<file path="src/hw/rtl/api_frame_deframer_event_decoder_core_defines.svh">
// ----------------------------------------------------------------------------
// Deframer assertion macros
// Concurrent check wrappers clocked on clk; empty when SYNTHESIS is defined.
// ----------------------------------------------------------------------------
`ifndef API_FRAME_DEFRAMER_EVENT_DECODER_CORE_DEFINES_SVH
`define API_FRAME_DEFRAMER_EVENT_DECODER_CORE_DEFINES_SVH

`ifndef SYNTHESIS
// check outside reset
`define AFD_ASSERT(lbl, prop, msg) \
	lbl: assert property (@(posedge clk) disable iff (!arst_n) prop) else $error(msg);
// check on every edge, reset included
`define AFD_ASSERT_ALWAYS(lbl, prop, msg) \
	lbl: assert property (@(posedge clk) prop) else $error(msg);
`else
`define AFD_ASSERT(lbl, prop, msg)
`define AFD_ASSERT_ALWAYS(lbl, prop, msg)
`endif

`endif

</file>
<file path="src/hw/rtl/afd_pkg.sv">
// ----------------------------------------------------------------------------
// Deframer package
// Frame constants, decode classes and the controller/datapath command types.
// ----------------------------------------------------------------------------
package afd_pkg;

	localparam int MAX_FRAME_BYTES = 64;
	localparam int ADDR_W = $clog2(MAX_FRAME_BYTES);
	localparam int CNT_W  = ADDR_W + 1;

	localparam logic [7:0]  FRAME_FLAG = 8'h7E;
	localparam logic [7:0]  TYPE_A     = 8'h8F;
	localparam logic [7:0]  TYPE_B     = 8'h83;
	localparam logic [7:0]  SUM_GOOD   = 8'hFF;
	localparam logic [15:0] SRC_SENSOR = 16'h0008;
	localparam logic [15:0] SRC_EXPL   = 16'h0007;
	localparam logic [15:0] SRC_FLAG_LO = 16'h0001;
	localparam logic [15:0] SRC_FLAG_HI = 16'h0004;
	localparam logic [7:0]  CMD_METAL  = 8'h01;
	localparam logic [7:0]  CMD_RAD    = 8'h05;
	localparam logic [7:0]  CMD_EXPL   = 8'h07;
	localparam logic [7:0]  CMD_BULK   = 8'h01;

	// byte positions inside a frame
	localparam int POS_LEN_HI = 1;
	localparam int POS_LEN_LO = 2;
	localparam int POS_TYPE   = 3;
	localparam int POS_SRC_HI = 4;
	localparam int POS_SRC_LO = 5;
	localparam int POS_CMD_A  = 8;
	localparam int POS_CMD_B  = 10;
	localparam int MIN_SRC_LEN = 6;
	localparam int HDR_BYTES  = 4;
	localparam int SHORT_HOLD = 4;
	localparam int EXP4_BYTES  = 4;
	localparam int EXP16_BYTES = 24;
	localparam int FLAG_BYTES  = 3;

	localparam logic [1:0] KIND_METAL = 2'd0;
	localparam logic [1:0] KIND_RAD   = 2'd1;
	localparam logic [1:0] KIND_EXPL  = 2'd2;

	localparam logic [3:0] LAST_IDX4  = 4'd3;
	localparam logic [3:0] LAST_IDX16 = 4'd15;

	typedef enum logic [2:0] {
		DEC_NONE, DEC_METAL, DEC_RAD, DEC_EXP4, DEC_EXP16, DEC_FLAGS
	} dec_class_t;

	typedef enum logic [1:0] {OFF_HOLD, OFF_SET, OFF_INC, OFF_ADD2} off_op_t;
	typedef enum logic [1:0] {VAL_HOLD, VAL_SINGLE, VAL_HIGH, VAL_LOW} val_op_t;

	typedef struct packed {
		logic              acc_in;
		logic              drop_one;
		logic              drop_len;
		off_op_t           off_op;
		logic [ADDR_W-1:0] off_val;
		logic              lat_lenhi;
		logic              lat_len;
		logic              sum_clr;
		logic              sum_acc;
		val_op_t           val_op;
		logic              lat_m;
		logic              lat_r;
		logic              idx_clr;
		logic              idx_inc;
		logic              out_load;
		logic [1:0]        out_kind;
		logic              out_has;
		logic              out_last;
	} cmd_t;

	typedef struct packed {
		logic [CNT_W-1:0]  count;
		logic              cnt_zero;
		logic              cnt_le4;
		logic              is_start;
		logic              len_big;
		logic              len_short;
		logic              sum_last;
		logic              sum_ok;
		dec_class_t        dclass;
		logic [ADDR_W-1:0] base;
		logic              v_pair;
		logic              v_last;
		logic              flag_m;
		logic              flag_r;
		logic              slot_free;
	} sts_t;

endpackage

</file>
<file path="src/hw/rtl/afd_rx_if.sv">
// ----------------------------------------------------------------------------
// Receive byte channel
// Valid/ready channel carrying one serial byte per transfer.
// ----------------------------------------------------------------------------
interface afd_rx_if;
	logic       valid;
	logic       ready;
	logic [7:0] rx_byte;

	modport source (output valid, output rx_byte, input ready);
	modport sink (input valid, input rx_byte, output ready);
endinterface

</file>
<file path="src/hw/rtl/afd_ev_if.sv">
// ----------------------------------------------------------------------------
// Event result channel
// Valid/ready channel carrying one decoded event value per transfer.
// ----------------------------------------------------------------------------
interface afd_ev_if;
	logic        valid;
	logic        ready;
	logic [1:0]  event_kind;
	logic [15:0] source_id;
	logic [3:0]  value_index;
	logic [15:0] payload_value;
	logic        has_value;
	logic        last_of_event;

	modport source (output valid, output event_kind, output source_id,
		output value_index, output payload_value, output has_value,
		output last_of_event, input ready);
	modport sink (input valid, input event_kind, input source_id,
		input value_index, input payload_value, input has_value,
		input last_of_event, output ready);
endinterface

</file>
<file path="src/hw/rtl/api_frame_deframer_event_decoder_core.sv">
// ----------------------------------------------------------------------------
// API frame deframer and event decoder
// Turns a serial byte stream into checked frames and decoded sensor events.
// ----------------------------------------------------------------------------
// Each received byte is appended to a 64-entry circular store; the block then
// scans from the oldest held byte for the 0x7E start byte, reads the length,
// walks the frame checksum and, on a good frame, emits its events through a
// one-entry output register. All store reads go through the single registered
// read port of the store RAM, each read with a request state and a data state.
// After a byte is taken, the scan examines or drops held bytes one by one; then
// come reading the length, the checksum walk over each byte from the frame type
// through the checksum, and decoding. Emission waits while the output register
// holds an event that a stalled sink has not taken. A byte is taken only while
// the controller is idle; results wait in the output register while the next
// byte is taken.
`include "api_frame_deframer_event_decoder_core_defines.svh"

module api_frame_deframer_event_decoder_core (
	input  logic     clk,
	input  logic     arst_n,
	afd_rx_if.sink   rx,
	afd_ev_if.source ev
);

	afd_pkg::cmd_t cmd;
	afd_pkg::sts_t sts;
	logic          in_ready;

	assign rx.ready = in_ready;

	afd_ctrl u_ctrl (
		.clk      (clk),
		.arst_n   (arst_n),
		.in_valid (rx.valid),
		.in_ready (in_ready),
		.sts      (sts),
		.cmd      (cmd)
	);

	afd_dp u_dp (
		.clk     (clk),
		.arst_n  (arst_n),
		.rx_byte (rx.rx_byte),
		.cmd     (cmd),
		.sts     (sts),
		.ev      (ev)
	);

	// checks
	`AFD_ASSERT_ALWAYS(a_count_bound, sts.count <= 7'd64, "held count beyond store")
	`AFD_ASSERT(a_idle_no_emit, rx.ready |-> !cmd.out_load, "emit while idle")
	`AFD_ASSERT(a_load_free, cmd.out_load |-> (!ev.valid || ev.ready), "result overwritten")
	`AFD_ASSERT(a_scan_after_byte, (rx.valid && rx.ready) |=> !rx.ready, "byte not scanned")

endmodule

</file>
<file path="src/hw/rtl/afd_ram.sv">
// ----------------------------------------------------------------------------
// Generic RAM
// One write port, one read port with registered read data.
// ----------------------------------------------------------------------------
module afd_ram #(
	parameter int WIDTH = 8,
	parameter int DEPTH = 64
) (
	input  logic                     clk,
	input  logic                     we,
	input  logic [$clog2(DEPTH)-1:0] waddr,
	input  logic [WIDTH-1:0]         wdata,
	input  logic [$clog2(DEPTH)-1:0] raddr,
	output logic [WIDTH-1:0]         rdata
);

	logic [WIDTH-1:0] mem_q [DEPTH];
	logic [WIDTH-1:0] rdata_q;

	// write and registered read
	always_ff @(posedge clk) begin
		if (we) begin
			mem_q[waddr] <= wdata;
		end
		rdata_q <= mem_q[raddr];
	end

	assign rdata = rdata_q;

endmodule

</file>
<file path="src/hw/rtl/afd_ctrl.sv">
// ----------------------------------------------------------------------------
// Deframer controller
// Sequences store scan, length check, checksum walk and event emission.
// ----------------------------------------------------------------------------
module afd_ctrl (
	input  logic          clk,
	input  logic          arst_n,
	input  logic          in_valid,
	output logic          in_ready,
	input  afd_pkg::sts_t sts,
	output afd_pkg::cmd_t cmd
);

	localparam logic [4:0] S_IDLE    = 5'd0;
	localparam logic [4:0] S_SCAN_RQ = 5'd1;
	localparam logic [4:0] S_SCAN    = 5'd2;
	localparam logic [4:0] S_LEN1_RQ = 5'd3;
	localparam logic [4:0] S_LEN1    = 5'd4;
	localparam logic [4:0] S_LEN2_RQ = 5'd5;
	localparam logic [4:0] S_LEN2    = 5'd6;
	localparam logic [4:0] S_SUM_RQ  = 5'd7;
	localparam logic [4:0] S_SUM     = 5'd8;
	localparam logic [4:0] S_DEC     = 5'd9;
	localparam logic [4:0] S_ONE     = 5'd10;
	localparam logic [4:0] S_V_RQ    = 5'd11;
	localparam logic [4:0] S_V_HI    = 5'd12;
	localparam logic [4:0] S_V_RQ2   = 5'd13;
	localparam logic [4:0] S_V_LO    = 5'd14;
	localparam logic [4:0] S_V_OUT   = 5'd15;
	localparam logic [4:0] S_F_RQ0   = 5'd16;
	localparam logic [4:0] S_F0      = 5'd17;
	localparam logic [4:0] S_F_RQ2   = 5'd18;
	localparam logic [4:0] S_F2      = 5'd19;
	localparam logic [4:0] S_F_OUTM  = 5'd20;
	localparam logic [4:0] S_F_OUTR  = 5'd21;

	logic [4:0] state_q;
	logic [4:0] state_d;

	// state register
	always_ff @(posedge clk or negedge arst_n) begin
		if (!arst_n) begin
			state_q <= S_IDLE;
		end else begin
			state_q <= state_d;
		end
	end

	assign in_ready = (state_q == S_IDLE);

	// next state and commands
	always_comb begin
		state_d = state_q;
		cmd = '0;
		cmd.off_op = afd_pkg::OFF_HOLD;
		cmd.val_op = afd_pkg::VAL_HOLD;
		unique case (state_q)
			S_IDLE: begin
				if (in_valid) begin
					cmd.acc_in = 1'b1;
					cmd.off_op = afd_pkg::OFF_SET;
					state_d = S_SCAN_RQ;
				end
			end
			S_SCAN_RQ: begin
				state_d = sts.cnt_zero ? S_IDLE : S_SCAN;
			end
			S_SCAN: begin
				if (!sts.is_start) begin
					cmd.drop_one = 1'b1;
					state_d = S_SCAN_RQ;
				end else if (sts.cnt_le4) begin
					state_d = S_IDLE;
				end else begin
					cmd.off_op = afd_pkg::OFF_SET;
					cmd.off_val = afd_pkg::ADDR_W'(afd_pkg::POS_LEN_HI);
					state_d = S_LEN1_RQ;
				end
			end
			S_LEN1_RQ: state_d = S_LEN1;
			S_LEN1: begin
				cmd.lat_lenhi = 1'b1;
				cmd.off_op = afd_pkg::OFF_SET;
				cmd.off_val = afd_pkg::ADDR_W'(afd_pkg::POS_LEN_LO);
				state_d = S_LEN2_RQ;
			end
			S_LEN2_RQ: state_d = S_LEN2;
			S_LEN2: begin
				if (sts.len_big) begin
					cmd.drop_one = 1'b1;
					cmd.off_op = afd_pkg::OFF_SET;
					state_d = S_SCAN_RQ;
				end else if (sts.len_short) begin
					state_d = S_IDLE;
				end else begin
					cmd.lat_len = 1'b1;
					cmd.sum_clr = 1'b1;
					cmd.off_op = afd_pkg::OFF_SET;
					cmd.off_val = afd_pkg::ADDR_W'(afd_pkg::POS_TYPE);
					state_d = S_SUM_RQ;
				end
			end
			S_SUM_RQ: state_d = S_SUM;
			S_SUM: begin
				cmd.sum_acc = 1'b1;
				if (!sts.sum_last) begin
					cmd.off_op = afd_pkg::OFF_INC;
					state_d = S_SUM_RQ;
				end else if (sts.sum_ok) begin
					state_d = S_DEC;
				end else begin
					cmd.drop_one = 1'b1;
					cmd.off_op = afd_pkg::OFF_SET;
					state_d = S_SCAN_RQ;
				end
			end
			S_DEC: begin
				unique case (sts.dclass)
					afd_pkg::DEC_METAL, afd_pkg::DEC_RAD: state_d = S_ONE;
					afd_pkg::DEC_EXP4, afd_pkg::DEC_EXP16: begin
						cmd.off_op = afd_pkg::OFF_SET;
						cmd.off_val = sts.base;
						cmd.idx_clr = 1'b1;
						state_d = S_V_RQ;
					end
					afd_pkg::DEC_FLAGS: begin
						cmd.off_op = afd_pkg::OFF_SET;
						cmd.off_val = sts.base;
						state_d = S_F_RQ0;
					end
					default: begin
						cmd.drop_len = 1'b1;
						cmd.off_op = afd_pkg::OFF_SET;
						state_d = S_SCAN_RQ;
					end
				endcase
			end
			S_ONE: begin
				if (sts.slot_free) begin
					cmd.out_load = 1'b1;
					cmd.out_kind = (sts.dclass == afd_pkg::DEC_METAL) ?
						afd_pkg::KIND_METAL : afd_pkg::KIND_RAD;
					cmd.out_last = 1'b1;
					cmd.drop_len = 1'b1;
					cmd.off_op = afd_pkg::OFF_SET;
					state_d = S_SCAN_RQ;
				end
			end
			S_V_RQ: state_d = S_V_HI;
			S_V_HI: begin
				if (sts.v_pair) begin
					cmd.val_op = afd_pkg::VAL_HIGH;
					cmd.off_op = afd_pkg::OFF_INC;
					state_d = S_V_RQ2;
				end else begin
					cmd.val_op = afd_pkg::VAL_SINGLE;
					state_d = S_V_OUT;
				end
			end
			S_V_RQ2: state_d = S_V_LO;
			S_V_LO: begin
				cmd.val_op = afd_pkg::VAL_LOW;
				state_d = S_V_OUT;
			end
			S_V_OUT: begin
				if (sts.slot_free) begin
					cmd.out_load = 1'b1;
					cmd.out_kind = afd_pkg::KIND_EXPL;
					cmd.out_has = 1'b1;
					cmd.out_last = sts.v_last;
					if (sts.v_last) begin
						cmd.drop_len = 1'b1;
						cmd.off_op = afd_pkg::OFF_SET;
						state_d = S_SCAN_RQ;
					end else begin
						cmd.idx_inc = 1'b1;
						cmd.off_op = afd_pkg::OFF_INC;
						state_d = S_V_RQ;
					end
				end
			end
			S_F_RQ0: state_d = S_F0;
			S_F0: begin
				cmd.lat_m = 1'b1;
				cmd.off_op = afd_pkg::OFF_ADD2;
				state_d = S_F_RQ2;
			end
			S_F_RQ2: state_d = S_F2;
			S_F2: begin
				cmd.lat_r = 1'b1;
				state_d = S_F_OUTM;
			end
			S_F_OUTM: begin
				if (!sts.flag_m) begin
					state_d = S_F_OUTR;
				end else if (sts.slot_free) begin
					cmd.out_load = 1'b1;
					cmd.out_kind = afd_pkg::KIND_METAL;
					cmd.out_last = 1'b1;
					state_d = S_F_OUTR;
				end
			end
			S_F_OUTR: begin
				if (!sts.flag_r || sts.slot_free) begin
					cmd.out_load = sts.flag_r;
					cmd.out_kind = afd_pkg::KIND_RAD;
					cmd.out_last = 1'b1;
					cmd.drop_len = 1'b1;
					cmd.off_op = afd_pkg::OFF_SET;
					state_d = S_SCAN_RQ;
				end
			end
			default: state_d = S_IDLE;
		endcase
	end

endmodule

</file>
<file path="src/hw/rtl/afd_dp.sv">
// ----------------------------------------------------------------------------
// Deframer datapath
// Circular byte store, frame length and checksum, decode fields, result register.
// ----------------------------------------------------------------------------
module afd_dp (
	input  logic          clk,
	input  logic          arst_n,
	input  logic [7:0]    rx_byte,
	input  afd_pkg::cmd_t cmd,
	output afd_pkg::sts_t sts,
	afd_ev_if.source      ev
);

	localparam int AW = afd_pkg::ADDR_W;
	localparam int CW = afd_pkg::CNT_W;

	logic [AW-1:0] head_q;
	logic [CW-1:0] count_q;
	logic [AW-1:0] off_q;
	logic [7:0]    lenhi_q;
	logic [CW-1:0] len_q;
	logic [7:0]    sum_q;
	logic [7:0]    type_q;
	logic [7:0]    srchi_q;
	logic [7:0]    srclo_q;
	logic [7:0]    cmda_q;
	logic [7:0]    cmdb_q;
	logic [15:0]   val_q;
	logic [3:0]    idx_q;
	logic          m_q;
	logic          r_q;
	logic          ev_valid_q;
	logic [1:0]    kind_q;
	logic [3:0]    oidx_q;
	logic [15:0]   oval_q;
	logic          has_q;
	logic          last_q;
	logic [15:0]   src_out_q;

	logic [7:0]    rdata;
	logic [16:0]   len_full;
	logic          cnt_full;
	logic [8:0]    sum_next;
	logic [15:0]   src;
	logic          ds_b;
	logic [CW-1:0] ds_pos;
	logic [CW-1:0] base;
	logic [7:0]    cmd_byte;
	afd_pkg::dec_class_t dclass;

	// byte store
	afd_ram #(.WIDTH(8), .DEPTH(afd_pkg::MAX_FRAME_BYTES)) u_store (
		.clk   (clk),
		.we    (cmd.acc_in),
		.waddr (head_q + count_q[AW-1:0]),
		.wdata (rx_byte),
		.raddr (head_q + off_q),
		.rdata (rdata)
	);

	assign cnt_full = (count_q == CW'(afd_pkg::MAX_FRAME_BYTES));
	assign len_full = {1'b0, lenhi_q, rdata} + 17'(afd_pkg::HDR_BYTES);
	assign sum_next = {1'b0, sum_q} + {1'b0, rdata};

	// advance store window, read offset and checksum
	always_ff @(posedge clk or negedge arst_n) begin
		if (!arst_n) begin
			head_q  <= '0;
			count_q <= '0;
			off_q   <= '0;
			sum_q   <= '0;
		end else begin
			if (cmd.acc_in) begin
				if (cnt_full) begin
					head_q <= head_q + AW'(1);
				end else begin
					count_q <= count_q + CW'(1);
				end
			end else if (cmd.drop_one) begin
				head_q  <= head_q + AW'(1);
				count_q <= count_q - CW'(1);
			end else if (cmd.drop_len) begin
				head_q  <= head_q + len_q[AW-1:0];
				count_q <= count_q - len_q;
			end
			unique case (cmd.off_op)
				afd_pkg::OFF_SET:  off_q <= cmd.off_val;
				afd_pkg::OFF_INC:  off_q <= off_q + AW'(1);
				afd_pkg::OFF_ADD2: off_q <= off_q + AW'(2);
				default:           off_q <= off_q;
			endcase
			if (cmd.sum_clr) begin
				sum_q <= '0;
			end else if (cmd.sum_acc) begin
				sum_q <= sum_next[7:0];
			end
		end
	end

	// capture length, header fields, payload values and flag bits
	always_ff @(posedge clk) begin
		if (cmd.lat_lenhi) lenhi_q <= rdata;
		if (cmd.lat_len) len_q <= len_full[CW-1:0];
		if (cmd.sum_acc) begin
			if (off_q == AW'(afd_pkg::POS_TYPE))   type_q  <= rdata;
			if (off_q == AW'(afd_pkg::POS_SRC_HI)) srchi_q <= rdata;
			if (off_q == AW'(afd_pkg::POS_SRC_LO)) srclo_q <= rdata;
			if (off_q == AW'(afd_pkg::POS_CMD_A))  cmda_q  <= rdata;
			if (off_q == AW'(afd_pkg::POS_CMD_B))  cmdb_q  <= rdata;
		end
		unique case (cmd.val_op)
			afd_pkg::VAL_SINGLE: val_q <= {8'h00, rdata};
			afd_pkg::VAL_HIGH:   val_q <= {rdata, 8'h00};
			afd_pkg::VAL_LOW:    val_q[7:0] <= rdata;
			default:             val_q <= val_q;
		endcase
		if (cmd.idx_clr) begin
			idx_q <= '0;
		end else if (cmd.idx_inc) begin
			idx_q <= idx_q + 4'd1;
		end
		if (cmd.lat_m) m_q <= rdata[7];
		if (cmd.lat_r) r_q <= rdata[7];
	end

	// classify the accepted frame
	assign src      = {srchi_q, srclo_q};
	assign ds_b     = (type_q == afd_pkg::TYPE_B);
	assign ds_pos   = ds_b ? CW'(afd_pkg::POS_CMD_B) : CW'(afd_pkg::POS_CMD_A);
	assign base     = ds_pos + CW'(1);
	assign cmd_byte = ds_b ? cmdb_q : cmda_q;

	always_comb begin
		dclass = afd_pkg::DEC_NONE;
		if ((type_q == afd_pkg::TYPE_A || ds_b) &&
			len_q >= CW'(afd_pkg::MIN_SRC_LEN) && len_q > ds_pos) begin
			if (src == afd_pkg::SRC_SENSOR) begin
				if (cmd_byte == afd_pkg::CMD_METAL) begin
					dclass = afd_pkg::DEC_METAL;
				end else if (cmd_byte == afd_pkg::CMD_RAD) begin
					dclass = afd_pkg::DEC_RAD;
				end else if (cmd_byte == afd_pkg::CMD_EXPL &&
					base + CW'(afd_pkg::EXP4_BYTES) <= len_q) begin
					dclass = afd_pkg::DEC_EXP4;
				end
			end else if (src == afd_pkg::SRC_EXPL) begin
				if (cmd_byte == afd_pkg::CMD_BULK &&
					base + CW'(afd_pkg::EXP16_BYTES) <= len_q) begin
					dclass = afd_pkg::DEC_EXP16;
				end
			end else if (src >= afd_pkg::SRC_FLAG_LO && src <= afd_pkg::SRC_FLAG_HI) begin
				if (base + CW'(afd_pkg::FLAG_BYTES) <= len_q) begin
					dclass = afd_pkg::DEC_FLAGS;
				end
			end
		end
	end

	// result register
	always_ff @(posedge clk or negedge arst_n) begin
		if (!arst_n) begin
			ev_valid_q <= 1'b0;
		end else if (cmd.out_load) begin
			ev_valid_q <= 1'b1;
		end else if (ev.ready) begin
			ev_valid_q <= 1'b0;
		end
	end

	always_ff @(posedge clk) begin
		if (cmd.out_load) begin
			kind_q <= cmd.out_kind;
			oidx_q <= cmd.out_has ? idx_q : 4'd0;
			oval_q <= cmd.out_has ? val_q : 16'd0;
			has_q  <= cmd.out_has;
			last_q <= cmd.out_last;
		end
	end

	assign ev.valid         = ev_valid_q;
	assign ev.event_kind    = kind_q;
	assign ev.source_id     = src_out_q;
	assign ev.value_index   = oidx_q;
	assign ev.payload_value = oval_q;
	assign ev.has_value     = has_q;
	assign ev.last_of_event = last_q;

	always_ff @(posedge clk) begin
		if (cmd.out_load) src_out_q <= src;
	end

	// status to the controller
	always_comb begin
		sts.count     = count_q;
		sts.cnt_zero  = (count_q == '0);
		sts.cnt_le4   = (count_q <= CW'(afd_pkg::SHORT_HOLD));
		sts.is_start  = (rdata == afd_pkg::FRAME_FLAG);
		sts.len_big   = (len_full > 17'(afd_pkg::MAX_FRAME_BYTES));
		sts.len_short = (count_q < len_full[CW-1:0]);
		sts.sum_last  = ({1'b0, off_q} == len_q - CW'(1));
		sts.sum_ok    = (sum_next[7:0] == afd_pkg::SUM_GOOD);
		sts.dclass    = dclass;
		sts.base      = base[AW-1:0];
		sts.v_pair    = (dclass == afd_pkg::DEC_EXP16) && idx_q[1];
		sts.v_last    = (dclass == afd_pkg::DEC_EXP16) ?
			(idx_q == afd_pkg::LAST_IDX16) : (idx_q == afd_pkg::LAST_IDX4);
		sts.flag_m    = m_q;
		sts.flag_r    = r_q;
		sts.slot_free = !ev_valid_q || ev.ready;
	end

endmodule
</file>
<file path="src/flat_wrapper.sv">
// flat-port wrapper written by rule: the top's interface ports become plain ports
module api_frame_deframer_event_decoder_core_flat 
  (clk, arst_n, rx_valid, rx_rx_byte, rx_ready, ev_valid, ev_event_kind, ev_source_id, ev_value_index, ev_payload_value, ev_has_value, ev_last_of_event, ev_ready);
  afd_rx_if rx_i ();
  afd_ev_if ev_i ();
  input  logic clk;
  input  logic arst_n;
  input wire logic [$bits(rx_i.valid)-1:0] rx_valid;
  input wire logic [$bits(rx_i.rx_byte)-1:0] rx_rx_byte;
  output wire logic [$bits(rx_i.ready)-1:0] rx_ready;
  output wire logic [$bits(ev_i.valid)-1:0] ev_valid;
  output wire logic [$bits(ev_i.event_kind)-1:0] ev_event_kind;
  output wire logic [$bits(ev_i.source_id)-1:0] ev_source_id;
  output wire logic [$bits(ev_i.value_index)-1:0] ev_value_index;
  output wire logic [$bits(ev_i.payload_value)-1:0] ev_payload_value;
  output wire logic [$bits(ev_i.has_value)-1:0] ev_has_value;
  output wire logic [$bits(ev_i.last_of_event)-1:0] ev_last_of_event;
  input wire logic [$bits(ev_i.ready)-1:0] ev_ready;
  assign rx_i.valid = rx_valid;
  assign rx_i.rx_byte = rx_rx_byte;
  assign rx_ready = rx_i.ready;
  assign ev_valid = ev_i.valid;
  assign ev_event_kind = ev_i.event_kind;
  assign ev_source_id = ev_i.source_id;
  assign ev_value_index = ev_i.value_index;
  assign ev_payload_value = ev_i.payload_value;
  assign ev_has_value = ev_i.has_value;
  assign ev_last_of_event = ev_i.last_of_event;
  assign ev_i.ready = ev_ready;
  api_frame_deframer_event_decoder_core u_core (.clk(clk), .arst_n(arst_n), .rx(rx_i), .ev(ev_i));
endmodule
</file>
<file path="config.mk">
export PLATFORM = sky130hd
export DESIGN_NAME = api_frame_deframer_event_decoder_core_flat
export DESIGN_NICKNAME = d
export VERILOG_FILES = /design/src/hw/rtl/afd_pkg.sv /design/src/hw/rtl/afd_rx_if.sv /design/src/hw/rtl/afd_ev_if.sv /design/src/hw/rtl/api_frame_deframer_event_decoder_core.sv /design/src/hw/rtl/afd_ram.sv /design/src/hw/rtl/afd_ctrl.sv /design/src/hw/rtl/afd_dp.sv /design/src/flat_wrapper.sv
export VERILOG_INCLUDE_DIRS = /design/src /design/src/hw/rtl
export SDC_FILE = /design/constraint.sdc
export NUM_CORES = 1
export LEC_CHECK = 0
export BUFFER_PORTS_ARGS = -buffer_cell sky130_fd_sc_hd__buf_2
export CAP_MARGIN = 30
export CORE_ASPECT_RATIO = 1.4
export CORE_UTILIZATION = 59
export DETAILED_ROUTE_END_ITERATION = 16
export PLACE_DENSITY = 0.81
export SYNTH_ARGS = -nofsm -noshare
export SYNTH_HDL_FRONTEND = slang
export SYNTH_HIERARCHICAL = 1
export SYNTH_SLANG_ARGS = --single-unit
</file>
<file path="constraint.sdc">
create_clock -name clk -period 7.7 [get_ports clk]
set_clock_uncertainty 0.15 [all_clocks]
set_input_delay 0.77 -clock clk [delete_from_list [all_inputs] [get_ports clk]]
set_output_delay 0.77 -clock clk [all_outputs]
set_load 0.05 [all_outputs]
</file>
== Yosys cells after proc, flatten, opt, wreduce, memory -nomap -nowiden ==
Memories as Yosys holds them, arrays and structs flattened. A register that Yosys moved wholly into a read port is not among the register bits.
Cells that the tools add are included.
Word-level totals
  register bits: 150
  bits in writable memories: 512
  bits of input ports: 12
  output and inout bits: 42
  word-level logic and storage cells: 239
  memories kept: 1
Memories
  u_core.u_dp.u_store.mem_q: depth 64, width 8, read ports 1, clocked after memory_dff 1, wr ports 1, RTL line afd_ram.sv:17  | logic [WIDTH-1:0] mem_q [DEPTH];
Cells by class
  add/subtract/negate cells: 17
  order comparisons: 10
  equal/unequal tests: 57
  muxes and demuxes: 98
  reduce and logical (&&, ||, !) cells: 32
Operators with widths (count)
  $pmux 5 s22: 1
  $mux 5: 10
  $mux 7: 7
  $mux 3: 14
  $eq 5x4->1 const B: 8
  $mux 6: 6
  $pmux 8 s2: 2
  $eq 5x5->1 const B: 6
  $mux 1: 30
  $mux 2: 14
  $eq 8x8->1 const B: 3
  $mux 8: 3
  $pmux 6 s4: 1
  $pmux 2 s11: 1
  $le 6x7->1: 3
  $eq 5x3->1 const B: 4
  $add 6x6->6: 3
  $pmux 6 s3: 1
  $add 16x3->17 const B: 1
  $gt 17x7->1 const B: 1
  $eq 16x3->1 const B: 1
  $eq 16x4->1 const B: 1
  $eq 8x3->1 const B: 2
  $ge 16x1->1 const B: 1
  52 further kinds: 90

== Longest topological paths before layout ==
Gate-level depths: netlist of run 1.
  word-level depth: 19
  mapped depth: 25
  mapped depth without buffers: 25

== Cells and area by module ==
Netlist of run 1, hierarchy kept.
Modules (own cells, without submodules)
  afd_ram: times used 1, cells an instance 998, area each 20317.0 um2, seq. area each 15534.9 um2
  afd_dp: times used 1, cells an instance 633, area each 7489.7 um2, seq. area each 4174.0 um2
  afd_ctrl: times used 1, cells an instance 150, area each 1048.5 um2, seq. area each 125.1 um2

== Worst setup path before layout of run 1 ==
No wires, ideal clock.
  path kind: flip-flop to flip-flop
  from: register u_core.u_dp.u_store.rdata_q[0] (netlist: u_core/u_dp/u_store/rdata[0]) (read register of u_core.u_dp.u_store.mem_q)
  to: register u_core.u_dp.count_q[6]
  data arrival time: 4320 ps
  setup slack: 3104 ps
  cell stages (with the launch flop): 24
  path buffers: 0
  cells stage by stage: dfxtp_1 > ha_1 > fa_1 > a21o_1 > a21oi_1 > xnor2_1 > and4_1 > nand4_1 > nor2_1 > inv_1 > a32o_1 > or2_2 > inv_1 > nand2_1 > ha_1 > xnor2_1 > nor2_1 > ha_1 > nor2b_1 > o31a_1 > o22ai_1 > xor2_1 > nor2_1 > xor2_1
RTL lines
  start: declaration: RTL line afd_ram.sv:18  | logic [WIDTH-1:0] rdata_q;
  end signal: assignment: RTL line afd_dp.sv:77  | count_q <= count_q + CW'(1);
  end signal: assignment: RTL line afd_dp.sv:81  | count_q <= count_q - CW'(1);
  end signal: assignment: RTL line afd_dp.sv:84  | count_q <= count_q - len_q;
  end: declaration: RTL line afd_dp.sv:18  | logic [CW-1:0] count_q;

==> impl_metrics.py, run 1 <==
metrics = {
    "finish": {
        "final_common_cell": "edfxtp_1",
        "design_area_um2": 31500,
        "fin_nets": 1899,
        "layout-drive-gt1-share_pct": 17.0,
        "antenna_cells": 0,
        "final_cells": 2503,
        "layout_common_cells": "625 x edfxtp_1, 129 x nor2_1, 107 x mux4_2",
        "fillers": 3189,
        "area_delta_synth_final_pct": 9.31,
        "final_util_pct": 65.5,
    },
    "floorplanning": {
        "dieArea_um2": 49800,
        "die_h_um": 264,
        "rows": 95,
        "start_util_pct": 59.9,
        "fp.dieW_um": 189,
        "core_um2": 48100,
        "io_pins": 54,
    },
    "synth": {
        "synthAdderAreaFrac_pct": 2.65,
        "synth-xor-area-share_pct": 1.46,
        "synthMuxAreaShare_pct": 10.8,
        "ys_ff_latch": 670,
        "netlist_area_um2": 28900,
        "postSynthCellCount": 1781,
        "synth_top_family_by_area": "multiplexers",
        "synth-seq-area-share_pct": 68.7,
        "synthSimpleGateAreaFrac_pct": 8.04,
        "synth-compound-area-share_pct": 5.72,
        "synth_area_per_cell_um2": 16.2,
        "synth_ff_type": "edfxtp_1",
        "yosysWarnings": 6,
        "async_reset_ff_share_pct": 4.93,
        "ys_types": 85,
        "synth_edf_count": 625,
    },
    "global_route": {
        "antenna_found_initial": 0,
        "grt_pass1_vias": 16300,
        "grt_pass1_wl_um": 96000,
        "grt.total_usage_pct": 25.8,
        "grt-ovfl-total": 0,
        "grt_max_degree": 127,
    },
    "setup_path": {
        "cp_data_arrival_time_ns": 5.80,
        "cp_cell_sequence": "ha_1 > fa_1 > a211oi_1 > o21bai_1 > a21oi_1 > xnor2_1 > nand4_1 > nor2_1 > inv_1 > a32o_1 > or2_2 > inv_1 > nand2_1 > ha_1 > xnor2_1 > nor2_1 > ha_1 > nor2b_1 > o31a_1 > o22ai_1 > xor2_1 > nor2_1 > xor2_1",
        "crit_family": "adder cells",
        "required_ns": 8.03,
        "end_kind": "flop",
        "crit_type": "reg2reg",
        "cp_slowest_stage_delay_ns": 0.46,
        "cpMaxStageDelayCell": "dfxtp_1",
        "start_kind": "flop",
        "reg2reg_depth": 23,
        "cp.depth": 23,
        "crit_buf_inv": 2,
        "path_max_fanout": 13,
    },
    "power": {
        "seqPwrFrac_pct": 36.7,
        "pwr_density_cell_nw_per_um2": 390,
        "swShare_pct": 37.6,
        "p_int_w": 0.00769,
        "pwr-share-comb_pct": 40.6,
        "power_leakage_nw": 10.6,
        "p_sw_w": 0.00462,
        "ir_worst_vdd_v": 0.000420,
        "power_frac_clock_pct": 22.7,
    },
    "clock_tree": {
        "cts_setup_buffers": 0,
        "clock-sinks": 670,
        "clk_pin_slew_worst_paths_ns": 0.07,
        "cts_buffers": 57,
        "htree_levels": 2,
        "insertion_delay_ns": 0.61,
        "post_cts_resized": 0,
        "cts_tree": "built",
        "hold_buffers": 0,
        "cts-root-buf": "clkbuf_16",
        "cts_buffer_depth": 3,
    },
    "placed_design": {
        "portBuffers": 53,
        "placed_cell_area_um2": 29700,
        "gp_congestion": 0.939,
        "dp.cells": 2397,
        "hpwl_um": 41800,
    },
    "routing": {
        "wl_per_cell_um": 25.4,
        "drt-total-wl_um": 63500,
        "postRouteAntennaNets": 0,
        "drt_iter0_markers": 1606,
        "viasPerCell": 6.48,
        "dr.pass1.iters": 7,
        "num_vias": 16200,
        "drc": 0,
    },
    "sta": {
        "rsz0062_at_grt": "false",
        "tns_ns": 0,
        "min_period_over_period_pct": 71.0,
        "setup_violations": 0,
        "period_minus_slack_ns": 5.47,
        "fmax_ghz": 0.183,
        "relSlewSlack_pct": 20.3,
        "slew_violations": 0,
        "finalHoldViolations": 0,
        "tightest_slew_ns": 1.20,
    },
    "job": {
        "cap_violations": 0,
    },
    "status": {
        "status": "finished clean",
    },
    "hold_path": {
        "worstHoldPathType": "in2async",
    },
}
## cell usage after synthesis, drive strengths merged, types with 16 or more instances
cell	n	area, um2
a21oi	54	270
a22oi	21	158
and2	35	219
buf	58	417
clkbuf	38	143
dfrtp	33	826
edfxtp	625	18800
ha	53	663
inv	46	173
mux2i	57	571
mux4	107	2410
nand2	70	263
nand2b	24	150
nand3	34	170
nor2	129	484
nor2b	30	188
nor3	24	120
nor4	16	100
o21ai	41	205
o22ai	24	150
xnor2	29	254
xor2	19	166
## worst register-to-register path, stage by stage, from the launching register on
cell and delay [ns]:
dfxtp_1 0.46, ha_1 0.30, fa_1 0.43, a211oi_1 0.25, o21bai_1 0.12, a21oi_1 0.20
xnor2_1 0.18, nand4_1 0.13, nor2_1 0.39, inv_1 0.08, a32o_1 0.27, or2_2 0.34
inv_1 0.16, nand2_1 0.08, ha_1 0.27, xnor2_1 0.19, nor2_1 0.06, ha_1 0.33
nor2b_1 0.16, o31a_1 0.26, o22ai_1 0.17, xor2_1 0.16, nor2_1 0.06, xor2_1 0.16
## flip-flops by register name (all words and copies together) (netlist names), 8 cells and up
| signal | flops |
|---|---|
| u_core/u_dp/ev.payload_value | 16 |
| u_core/u_dp/u_store/rdata | 8 |
| u_core/u_dp/srchi_q | 8 |
| u_core/u_dp/cmda_q | 8 |
| u_core/u_dp/cmdb_q | 8 |
| u_core/u_dp/sum_q | 8 |
| u_core/u_dp/type_q | 8 |
| u_core/u_dp/val_q | 16 |
| u_core/u_dp/lenhi_q | 8 |
| u_core/u_dp/ev.source_id | 16 |
| u_core/u_dp/u_store/mem_q | 512 |
| u_core/u_dp/srclo_q | 8 |
## power groups by stage
| stage | Clock (W) | Sequential [W] | Combinational [W] |
|---|---|---|---|
| floorplan | 0 | 0.00449 | 0.00358 |
| global placement | 0 | 0.00457 | 0.00475 |
| detailed placement | 0 | 0.00459 | 0.00488 |
| CTS | 0.00283 | 0.00451 | 0.00493 |
| global route | 0.00296 | 0.00454 | 0.00528 |
| finish | 0.00280 | 0.00452 | 0.00500 |
## worst paths after layout
kind                                              start                      endpoint  slack (ns)
max                        u_core/u_dp/u_store/rdata[0]        u_core/u_dp/count_q[6]        2.23
max reg2reg                u_core/u_dp/u_store/rdata[0]        u_core/u_dp/count_q[6]        2.23
min reg2reg                      u_core/u_dp/srchi_q[6]  u_core/u_dp/ev.source_id[14]        0.30
max in group asynchronous                        arst_n          u_core/u_dp/sum_q[3]        6.72
min in group clk                 u_core/u_dp/srchi_q[6]  u_core/u_dp/ev.source_id[14]        0.30
min                                              arst_n         u_core/u_dp/head_q[3]        0.13
## cell type report
class,count,area (um2),area share [%]
Clock buffer,62,1450,4.58
Multi-Input combinational cell,972,8350,26.5
Timing Repair Buffer,82,568,1.80
Inverter,46,175,0.555
Tap cell,630,788,2.50
Sequential cell,670,19800,62.9
Clock inverter,41,382,1.21
## metal layers
layer / routed length (um) / track usage, % / vias to the layer above
met5: 0 / 0 / -
met4: 4290 / 15.6 / 0
met3: 4000 / 3.29 / 211
met2: 33500 / 45.8 / 795
met1: 21700 / 29.7 / 8143
li1: - / - / 7071
## cells by family after synthesis
group / after synthesis
AOI/OAI and AO/OA: 244
buffers and inverters: 142
xor gates and xnor gates: 48
and+or+nand+nor: 440
other: 2
adders and majority gates: 58
DFF: 670
muxes: 177
## per-stage QoR
step                power, W  setup WS [ns]  hold WS [ns]
detailed placement   0.00947           2.35         0.285
finish                0.0123           2.23         0.127
CTS                   0.0123           2.33         0.142
global placement     0.00932           2.43         0.286
global route          0.0128           1.98         0.167
floorplan            0.00806           3.10         0.277
Note: power is estimated with default switching activity, not from simulation.
==> inputs of run 2 (changes only) <==
clock period = 5.6 ns   (was 7.7 ns; I/O delays follow)
==> run 2 against run 1 <==
Cell area rose by 0.52%. Cell count rose by 0.64%. Worst setup slack got worse by 1.9 ns. Largest power group unchanged.
==> impl_metrics.py, run 2 (same netlist as run 1, synthesis figures left out) <==
metrics = {
    "sta": {
        "slew_violations": 0,
        "holdWs_ns": 0.106,
        "period_minus_slack_ns": 5.23,
        "tightest_slew_ns": 1.15,
        "relSlewSlack_pct": 22.8,
        "tns_ns": 0,
        "rsz0062_at_grt": "false",
        "min_period_over_period_pct": 93.4,
        "fmax_ghz": 0.191,
        "finalHoldViolations": 0,
        "setup_violations": 0,
    },
    "placed_design": {
        "portBuffers": 53,
        "hpwl_um": 43600,
        "gp_congestion": 0.920,
    },
    "setup_path": {
        "cp_cell_sequence": "ha_1 > fa_1 > a211oi_1 > o21bai_1 > a21oi_1 > xnor2_1 > nand4_1 > nor2_2 > inv_1 > a32o_1 > or2_2 > inv_1 > nand2_1 > ha_1 > xnor2_1 > nor2_1 > ha_1 > nor2b_1 > o31a_1 > o22ai_1 > xor2_1 > nor2_1 > xor2_1",
        "end_kind": "flop",
        "cpMaxStageDelayCell": "fa_1",
        "cp_data_arrival_time_ns": 5.59,
        "reg2reg_depth": 23,
        "crit_path_frequent_cell": "ha_1",
        "crit_type": "reg2reg",
        "start_kind": "flop",
        "cp_slowest_stage_delay_ns": 0.44,
        "crit_buf_inv": 2,
        "reg2reg_slack_ns": 0.37,
        "worstReg2RegEnd": "u_core/u_dp/count_q[6]",
        "timing.rr.start": "u_core/u_dp/sum_q[0]",
        "path_max_fanout": 6,
        "required_ns": 5.96,
        "crit_family": "adder cells",
    },
    "clock_tree": {
        "insertion_delay_ns": 0.63,
        "cts_setup_buffers": 0,
        "cts-root-buf": "clkbuf_16",
        "cts_buffer_depth": 3,
        "htree_levels": 2,
        "clk_pin_slew_worst_paths_ns": 0.07,
        "cts_tree": "built",
        "cts_buffers": 57,
        "clock-sinks": 670,
    },
    "power": {
        "p_sw_w": 0.00642,
        "seqPwrFrac_pct": 35.6,
        "pwr_density_cell_nw_per_um2": 540,
        "power_frac_clock_pct": 22.7,
        "power_leakage_nw": 10.7,
        "pwr-share-comb_pct": 41.8,
        "ir_worst_vdd_v": 0.000478,
        "swShare_pct": 37.5,
        "p_int_w": 0.0107,
    },
    "finish": {
        "layout_common_cells": "625 x edfxtp_1, 128 x nor2_1, 107 x mux4_2",
        "multi_input_area_um2": 8360,
        "final_util_pct": 65.9,
        "layout-drive-gt1-share_pct": 17.0,
        "antenna_cells": 0,
        "area_delta_synth_final_pct": 9.88,
        "regArea_um2": 19800,
        "fin_nets": 1913,
        "final_common_cell": "edfxtp_1",
        "fillers": 3167,
        "largest_reg_flops": 512,
        "largest_register": "u_core/u_dp/u_store/mem_q",
    },
    "global_route": {
        "grt_pass1_vias": 16600,
        "grt_max_degree": 65,
        "antenna_found_initial": 2,
        "grt-ovfl-total": 0,
        "grt_pass1_wl_um": 99800,
        "grt.total_usage_pct": 27.0,
    },
    "floorplanning": {
        "rows": 95,
        "dieArea_um2": 49800,
        "core_um2": 48100,
        "io_pins": 54,
        "die_h_um": 264,
        "start_util_pct": 59.9,
        "fp.dieW_um": 189,
    },
    "routing": {
        "dr.pass1.iters": 6,
        "drt-total-wl_um": 65800,
        "drt_iter0_markers": 1547,
        "wl_met1_um": 22300,
        "wl_per_cell_um": 26.1,
        "num_vias": 16300,
        "postRouteAntennaNets": 0,
        "top_layer": "met5",
        "viasPerCell": 6.48,
        "wl_met3_um": 4200,
        "wl_met2_um": 35200,
        "drc": 0,
    },
    "hold_path": {
        "min_to": "u_core/u_dp/u_store/mem_q[63][5]",
        "holdPathStages": 1,
        "hp-start": "rx_rx_byte[5]",
        "worstHoldPathType": "in2reg",
    },
    "status": {
        "status": "finished clean",
    },
    "job": {
        "cap_violations": 0,
    },
}
run 2: changes by cell type in the layout (fill, tap and decap cells not counted), moves of 3 or more:
cell        delta
buf_12         +3
buf_4         +10
clkbuf_1      +14
clkinv_2       -7
clkinv_4       -4
clkinvlp_4     -3
run 2: routing by layer:
| metal | track usage, % | vias up |
|---|---|---|
| met5 | 0 | - |
| met4 | 15.5 | 4 |
| met3 | 4.15 | 213 |
| met2 | 48.7 | 766 |
| met1 | 30.4 | 8269 |
| li1 | - | 7083 |
run 2: final cells by class:
type                    instances  share of cell area [%]
clock buffers                  76                    4.72
inverters                      46                   0.552
repair buffers                 96                    2.32
multi-input cells             972                    26.4
well taps                     630                    2.49
flip-flops and latches        670                    62.6
clock inverters                29                    1.01
run 2: stage by stage:
step,worst slack [ns],std cells,total power (W),cell area [um2]
floorplan,1.00,1784,0.0111,28900
global placement,0.421,2403,0.0130,29700
detailed placement,0.411,2410,0.0132,29800
CTS,0.373,2516,0.0171,31600
global route,0.0430,2519,0.0178,31700
finish,0.372,2519,0.0171,31700
run 2: power by group through the flow:
stage	clock [W]	combinational [W]	sequential (W)
after floorplan	0	0.00492	0.00617
after global placement	0	0.00680	0.00617
after detailed placement	0	0.00700	0.00619
after CTS	0.00392	0.00707	0.00609
after global routing	0.00410	0.00757	0.00612
final	0.00388	0.00714	0.00609
run 2: how the worst max path moves through the flow:
stage,start,endpoint,cells past startpoint
after floorplan,u_core/u_dp/u_store/rdata[0],u_core/u_dp/count_q[6],23
after detailed placement,u_core/u_dp/sum_q[0],u_core/u_dp/count_q[6],23
after global routing,u_core/u_dp/type_q[5],u_core/u_dp/off_q[3],17
after global placement,u_core/u_dp/sum_q[0],u_core/u_dp/count_q[6],23
final,u_core/u_dp/sum_q[0],u_core/u_dp/count_q[6],23
after CTS,u_core/u_dp/sum_q[0],u_core/u_dp/count_q[6],23
run 2: timing repair:
action | CTS | global route
endpoints found under the hold margin | 33 | 0
endpoints found under the setup margin | 0 | 1
gates resized for setup | 0 | 1
hold buffers | 1 | 0
run 2: worst reg2reg max path, delay by kind of cell, from the launching register on:
kind | cells | cell delay, ns
AND/OR/NAND/NOR | 7 | 1.13
AO/OA/AOI/OAI | 6 | 1.23
XOR/XNOR | 4 | 0.68
adder cells (fa/ha/maj) | 4 | 1.29
flip-flops | 1 | 0.38
buffers and inverters | 2 | 0.25
==> inputs of run 3 (changes only) <==
MAX_ROUTING_LAYER = met4   (was default)
==> run 3 against run 2 <==
Sequential share of layout area down 0.53 points. Via count up 0.77%. Combinational power up 2%. Total power up 3.2%. Die area unchanged. Critical path depth unchanged. Maximum frequency up 0.11%.
==> impl_metrics.py, run 3 (same netlist as run 1, synthesis figures left out) <==
metrics = {
    "power": {
        "power_leakage_nw": 10.8,
        "ir_worst_vdd_v": 0.000327,
        "pwr_density_cell_nw_per_um2": 552,
    },
    "sta": {
        "relSlewSlack_pct": 26.3,
        "min_period_over_period_pct": 93.3,
        "slew_violations": 0,
        "setup_violations": 0,
        "holdWs_ns": 0.123,
        "period_minus_slack_ns": 5.22,
        "tns_ns": 0,
        "finalHoldViolations": 0,
        "fmax_ghz": 0.191,
        "rsz0062_at_grt": "false",
        "tightest_slew_ns": 1.10,
    },
    "setup_path": {
        "end_kind": "flop",
        "crit_type": "reg2reg",
        "cp_slowest_stage_delay_ns": 0.45,
        "cp_data_arrival_time_ns": 5.58,
        "required_ns": 5.95,
        "crit_path_frequent_cell": "ha_1",
        "path_max_fanout": 6,
        "cp_cell_sequence": "ha_1 > fa_1 > a21o_1 > a21oi_1 > xnor2_1 > and4_1 > nand4_1 > nor2_2 > inv_1 > a32o_1 > or2_2 > inv_1 > nand2_1 > ha_1 > xnor2_1 > nor2_1 > ha_1 > nor2b_1 > o31a_1 > o22ai_1 > xor2_1 > nor2_1 > xor2_1",
        "start_kind": "flop",
        "crit_buf_inv": 2,
        "crit_family": "simple AND/OR/NAND/NOR gates",
        "cpMaxStageDelayCell": "fa_1",
    },
    "routing": {
        "num_vias": 16500,
        "wl_met3_um": 4430,
        "drt_iter0_markers": 1710,
        "dr.pass1.iters": 5,
        "wl_met2_um": 35400,
        "drc": 0,
        "top_layer": "met4",
        "drt-total-wl_um": 66600,
        "postRouteAntennaNets": 0,
        "viasPerCell": 6.52,
        "wl_per_cell_um": 26.4,
        "wl_met1_um": 22100,
    },
    "clock_tree": {
        "cts_buffers": 58,
        "clock-sinks": 670,
        "clk_pin_slew_worst_paths_ns": 0.07,
        "cts_buffer_depth": 3,
        "htree_levels": 2,
        "insertion_delay_ns": 0.62,
        "cts-root-buf": "clkbuf_16",
        "cts_tree": "built",
        "cts_setup_buffers": 0,
    },
    "floorplanning": {
        "dieArea_um2": 49800,
        "io_pins": 54,
        "start_util_pct": 59.9,
        "core_um2": 48100,
        "die_h_um": 264,
        "fp.dieW_um": 189,
        "rows": 95,
    },
    "global_route": {
        "grt_pass1_wl_um": 99700,
        "grt_pass1_vias": 16600,
        "grt.total_usage_pct": 27.9,
        "antenna_found_initial": 1,
        "grt_max_degree": 67,
        "grt-ovfl-total": 0,
    },
    "finish": {
        "area_delta_synth_final_pct": 10.8,
        "largest_register": "u_core/u_dp/u_store/mem_q",
        "largest_reg_flops": 512,
        "layout_common_cells": "625 x edfxtp_1, 128 x nor2_1, 107 x mux4_2",
        "final_common_cell": "edfxtp_1",
        "layout-drive-gt1-share_pct": 17.9,
        "final_util_pct": 66.4,
        "fin_nets": 1920,
    },
    "job": {
        "cap_violations": 0,
    },
    "placed_design": {
        "hpwl_um": 43300,
        "gp_congestion": 0.940,
        "portBuffers": 53,
    },
    "hold_path": {
        "worstHoldPathType": "in2reg",
    },
    "status": {
        "status": "finished clean",
    },
}
-- run 3: cell types whose count changed in the layout (fill, tap and decap cells not counted), moves of 3 or more --
cell       delta
clkinv_1      -5
clkinv_2      +3
clkbuf_1      -7
buf_4         +7
bufinv_16     +8
-- run 3: worst paths after layout --
| check | start | to | slack (ns) | cells after the start |
|---|---|---|---|---|
| setup / recovery | u_core/u_dp/sum_q[0] | u_core/u_dp/count_q[6] | 0.38 | 23 |
| hold / removal | rx_rx_byte[7] | u_core/u_dp/u_store/mem_q[27][7] | 0.12 | 1 |
| setup reg to reg | u_core/u_dp/sum_q[0] | u_core/u_dp/count_q[6] | 0.38 | 23 |
| hold reg to reg | u_core/u_dp/srclo_q[4] | u_core/u_dp/ev.source_id[4] | 0.30 | 0 |
| max in group asynchronous | arst_n | u_core/u_dp/count_q[0] | 4.27 | 2 |
| min in group asynchronous | arst_n | u_core/u_ctrl/state_q[3] | 0.46 | 2 |
-- run 3: cell type report --
type | instances | area [um2]
Fill cell | 3157 | 16200
Clock buffer | 70 | 1500
Timing Repair Buffer | 102 | 761
Tap cell | 630 | 788
Multi-Input combinational cell | 972 | 8360
Antenna cell | 1 | 2.50
Sequential cell | 670 | 19800
Clock inverter | 35 | 563
Inverter | 46 | 175
-- run 3: metrics by stage --
step | setup slack, ns | area [um2] | power (W) | std cells
2_1_floorplan | 1.00 | 28900 | 0.0111 | 1784
3_3_place_gp | 0.403 | 29700 | 0.0130 | 2409
3_5_place_dp | 0.353 | 29800 | 0.0132 | 2415
4_1_cts | 0.333 | 31900 | 0.0175 | 2521
5_1_grt | 0.0790 | 32000 | 0.0183 | 2526
6_report | 0.378 | 32000 | 0.0177 | 2526
-- run 3: report_power, final --
group | leakage (nW) | switching [W] | internal [W]
registers | 6.19 | 0.000224 | 0.00585
clock network | 0.989 | 0.00177 | 0.00252
logic | 3.62 | 0.00453 | 0.00277
-- run 3: routing by layer --
layer	GRT usage (%)	vias to the layer above
met3	3.72	247
li1	-	7113
met4	16.8	0
met1	30.1	8205
met2	48.9	895
met5	-	-
-- run 3: timing repair --
action	4_1_cts	5_1_grt
setup endpoints to repair	0	1
resized for setup	0	1
hold buffers	1	0
endpoints found under the hold margin	33	0
